==> config.mk <==
export PLATFORM = sky130hd
export DESIGN_NAME = pfla_out_stage
export DESIGN_NICKNAME = d
export VERILOG_FILES = /design/src/rtl/core/pfla_pkg.sv /design/src/rtl/core/pfla_out_stage.sv
export SDC_FILE = /design/constraint.sdc
export NUM_CORES = 1
export LEC_CHECK = 0
export ABC_AREA = 1
export BUFFER_PORTS_ARGS = -buffer_cell sky130_fd_sc_hd__buf_2
export CELL_PAD_IN_SITES_DETAIL_PLACEMENT = 1
export CELL_PAD_IN_SITES_GLOBAL_PLACEMENT = 1
export CORE_MARGIN = 4
export CORE_UTILIZATION = 31
export DETAILED_ROUTE_END_ITERATION = 8
export PLACE_DENSITY_LB_ADDON = 0.05
export SYNTH_ARGS = -nofsm -noshare
export SYNTH_HDL_FRONTEND = slang
export SYNTH_SLANG_ARGS = --single-unit
==> constraint.sdc <==
create_clock -name clk -period 3.6 [get_ports clk]
set_clock_uncertainty 0.15 [all_clocks]
set_input_delay 0 -clock clk [delete_from_list [all_inputs] [get_ports clk]]
set_output_delay 0 -clock clk [all_outputs]
set_load 0.05 [all_outputs]
==> src/rtl/core/pfla_pkg.sv <==
// ----------------------------------------------------------------------------
// pfla_pkg
// shared types and codes of the page free list allocator
// ----------------------------------------------------------------------------
`default_nettype none

package pfla_pkg;

    localparam int ADDR_W   = 32;
    localparam int CFG_W    = 13;
    localparam int STATUS_W = 2;
    localparam int OP_W     = 2;
    localparam int CFG_IDX_W = 1;

    // operation carried in tuser
    typedef enum logic [OP_W-1:0] {
        OP_INIT  = 2'd0,
        OP_ALLOC = 2'd1,
        OP_FREE  = 2'd2,
        OP_NOP   = 2'd3
    } op_t;

    // result status codes
    localparam logic [STATUS_W-1:0] STATUS_OK     = 2'd0;
    localparam logic [STATUS_W-1:0] STATUS_EMPTY  = 2'd1;
    localparam logic [STATUS_W-1:0] STATUS_RANGE  = 2'd2;
    localparam logic [STATUS_W-1:0] STATUS_DOUBLE = 2'd3;

    // configuration register indexes
    localparam logic [CFG_IDX_W-1:0] REG_TOTAL_PAGES  = 1'd0;
    localparam logic [CFG_IDX_W-1:0] REG_KERN_RESERVE = 1'd1;

    // control sequencer
    typedef enum logic [2:0] {
        FSM_IDLE = 3'b001,
        FSM_INIT = 3'b010,
        FSM_EXEC = 3'b100
    } fsm_t;

    typedef struct packed {
        logic [STATUS_W-1:0] status;
        logic [ADDR_W-1:0]   alloc_address;
    } result_t;

endpackage

`default_nettype wire

==> src/rtl/core/pfla_out_stage.sv <==
// ----------------------------------------------------------------------------
// pfla_out_stage
// result register between the allocator core and the master stream
// ----------------------------------------------------------------------------
`default_nettype none

module pfla_out_stage
(
    input  wire logic                              clk,
    input  wire logic                              rst_n,
    input  wire logic                              res_valid,
    output logic                                   res_ready,
    input  wire pfla_pkg::result_t                 res,
    output logic                                   m_axis_tvalid,
    input  wire logic                              m_axis_tready,
    output logic [pfla_pkg::ADDR_W-1:0]            m_axis_tdata,   // alloc_address
    output logic [pfla_pkg::STATUS_W-1:0]          m_axis_tuser    // status
);

    logic              valid_reg;
    logic              valid_next;
    pfla_pkg::result_t data_reg;

    // room when empty or the held transaction leaves this cycle
    assign res_ready  = !valid_reg || m_axis_tready;
    assign valid_next = res_valid || (valid_reg && !m_axis_tready);

    always_ff @(posedge clk or negedge rst_n)
    begin
        if (!rst_n)
        begin
            valid_reg <= 1'b0;
        end
        else
        begin
            valid_reg <= valid_next;
        end
    end

    always_ff @(posedge clk)
    begin
        if (res_valid && res_ready)
        begin
            data_reg <= res;
        end
    end

    assign m_axis_tvalid = valid_reg;
    assign m_axis_tdata  = data_reg.alloc_address;
    assign m_axis_tuser  = data_reg.status;

endmodule

`default_nettype wire

==> out/qor.yml <==
drv_slew: 0
syn-num-nets: 78
synth-compound-area-share_pct: 0.4695
ff_latch_area_um2: 1046
hp-start: "m_axis_tready"
drive_gt1_share_pct: 49.69
wl_mm: 2.711
drcViolationCount: 0
slowest_delay_ps: 840
crit_type: "reg2reg"
grt_pass1_wl_mm: 4.133
maxSlewHeadroom_pct: 29.94
synth.area.mux_share_pct: 0
fin_crit_sh_pct: 50.38
syn_area_per_cell_um2: 26.65
synth_area_um2: 1066
antenna_found_initial: 0
start_kind: "register"
fmax_mhz: 551.4
htree_levels: 2
die_w_um: 66.64
wl_per_cell_um: 13.22
dieHeight_um: 66.64
place.gp.congestion: 0.6611
clk_latency_ps: 320
holdPathEnd: "m_axis_tdata[29]"
status: "complete, no violations"
cts_tree: "yes"
p_leak_nw: 0.8243
finalPower_mw: 0.8366
rr_startpoint: "m_axis_tvalid"
numClockSinks: 35
holdPathStages: 3
io_pins: 74
synthAdderAreaFrac_pct: 0
vias: 828
worstPathCellList: "a21oi_4"
synth_cell_types: 5
diodes: 0
hold_class: "in2reg"
drt_iter0_drc: 19
r2r-end: "m_axis_tdata[8]"
path_buf_inv: 0
dieArea_um2: 4441
cts-buffers-inserted: 5
fin_util_pct: 57.82
post_cts_buffers: 0
grt_setup_unrepaired: "false"
yosysSeqAreaShare_pct: 98.12
path_delay_family: "compound AO/OA/AOI/OAI gates"
synth_top_family_by_area: "buffers and inverters"
grt_max_degree: 35
yosys.area_share.simple_pct: 0.7042
track_usage_pct: 13.09
p_per_area_nw_per_um2: 433.6
yosysWarningCount: 0
via_per_inst: 4.039
cp_slowest_cell: "a21oi_4"
maxCapViolations: 0
area_growth_syn_to_layout_pct: 80.99
finalHoldViolCount: 0
n_fill_cell: 344
fin_nets: 196
cts_buffer_depth: 2
synth_xor_area_share_pct: 0
crit_fanout: 34
end_kind: "register"
dp_hpwl_mm: 1.786
finalSetupViolations: 0
ant_nets: 0
core_um2: 3337
tns_ps: 0
r2r_cells: 1
ff2ff_setup_slack_ps: 1790
start_util_pct: 31.95
worst_pin_slew_ps: 1049
grt-ovfl-total: 0
dr.pass1.iters: 4
grt_pass1_vias: 887
peakVddDrop_v: 0.0002430
io_buffers: 73
multi_input_area_um2: 23.77
crit_arrival_ps: 1610
rows: 21
period_needed_ps: 1814
synth.ff_latch_count: 35
cts-root-buf: "clkbuf_4"
cp_data_required_time_ps: 3400
synthCells: 40
clk_pin_slew_ps: 100
## registers in the layout, summed over array words and instances (netlist names)
name and flops:
m_axis_tdata 32, m_axis_tuser 2, m_axis_tvalid 1
## metal layers
metal  GRT usage, %  routed length [µm]  vias to the layer above
met5              0                   0                        -
met4          4.569                  29                        0
met3          6.914                 304                        4
met2          23.02                1389                       51
met1          13.01                 987                      383
li1               -                   -                      390
## timing repair
item | 4_1_cts | 5_1_grt
hold buffers | 38 | 0
endpoints found under the hold margin | 36 | 0
gates resized for setup | 0 | 0
## worst max path at each step
stage                                  end  cells past startpoint     startpoint  slack (ps)
after floorplan            m_axis_tdata[0]                      1  m_axis_tvalid         670
after global placement    m_axis_tdata[23]                      1  m_axis_tvalid        1830
after detailed placement  m_axis_tdata[29]                      1  m_axis_tvalid        1770
after CTS                  m_axis_tdata[8]                      1  m_axis_tvalid        1760
after global routing       m_axis_tdata[4]                      1  m_axis_tvalid        1680
final                      m_axis_tdata[8]                      1  m_axis_tvalid        1790
## cell families after synthesis
family | after synthesis
and+or+nand+nor | 2
buffers and inverters | 2
AOI/OAI and AO/OA | 1
DFF | 35
## per-stage QoR
| step | cells | hold WS [ps] | setup WS [ps] | instance area [µm²] |
|---|---|---|---|---|
| final | 205 | 198.4 | 1786 | 1929 |
| after floorplan | 40 | -445.6 | 666.9 | 1066 |
| after global placement | 159 | -374.9 | 1831 | 1500 |
| after detailed placement | 159 | -369.7 | 1767 | 1500 |
| after CTS | 205 | 170.3 | 1759 | 1929 |
| after global routing | 205 | 199.9 | 1675 | 1929 |
## area by class of cell
type / count / share of cell area (%)
Sequential cell: 35 / 54.22
Timing Repair Buffer: 111 / 38.65
Tap cell: 46 / 2.983
Clock buffer: 8 / 2.529
Multi-Input combinational cell: 3 / 1.232
Inverter: 2 / 0.3891
## power breakdown
group          internal [mW]  switching [mW]
registers              0.474         0.00585
logic                 0.0564           0.108
clock network         0.0778           0.115
total                  0.608           0.229
## synth_stat cells, drive strengths merged
library cell | count | area share, %
nand2 | 2 | 0.70
a21oi | 1 | 0.47
inv | 2 | 0.70
edfxtp | 34 | 96
dfrtp | 1 | 2.3
## layout by cell type (no fill, tap or decap)
cell type / netlist / routed
clkbuf_4: 0 / 5
dlygate4sd3_1: 0 / 38
nand2_1: 2 / 2
dfrtp_1: 1 / 1
a21oi_4: 0 / 1
buf_2: 0 / 73
edfxtp_1: 34 / 34
inv_1: 2 / 2
clkbuf_1: 0 / 3
Power figures use the tool's default switching activity.
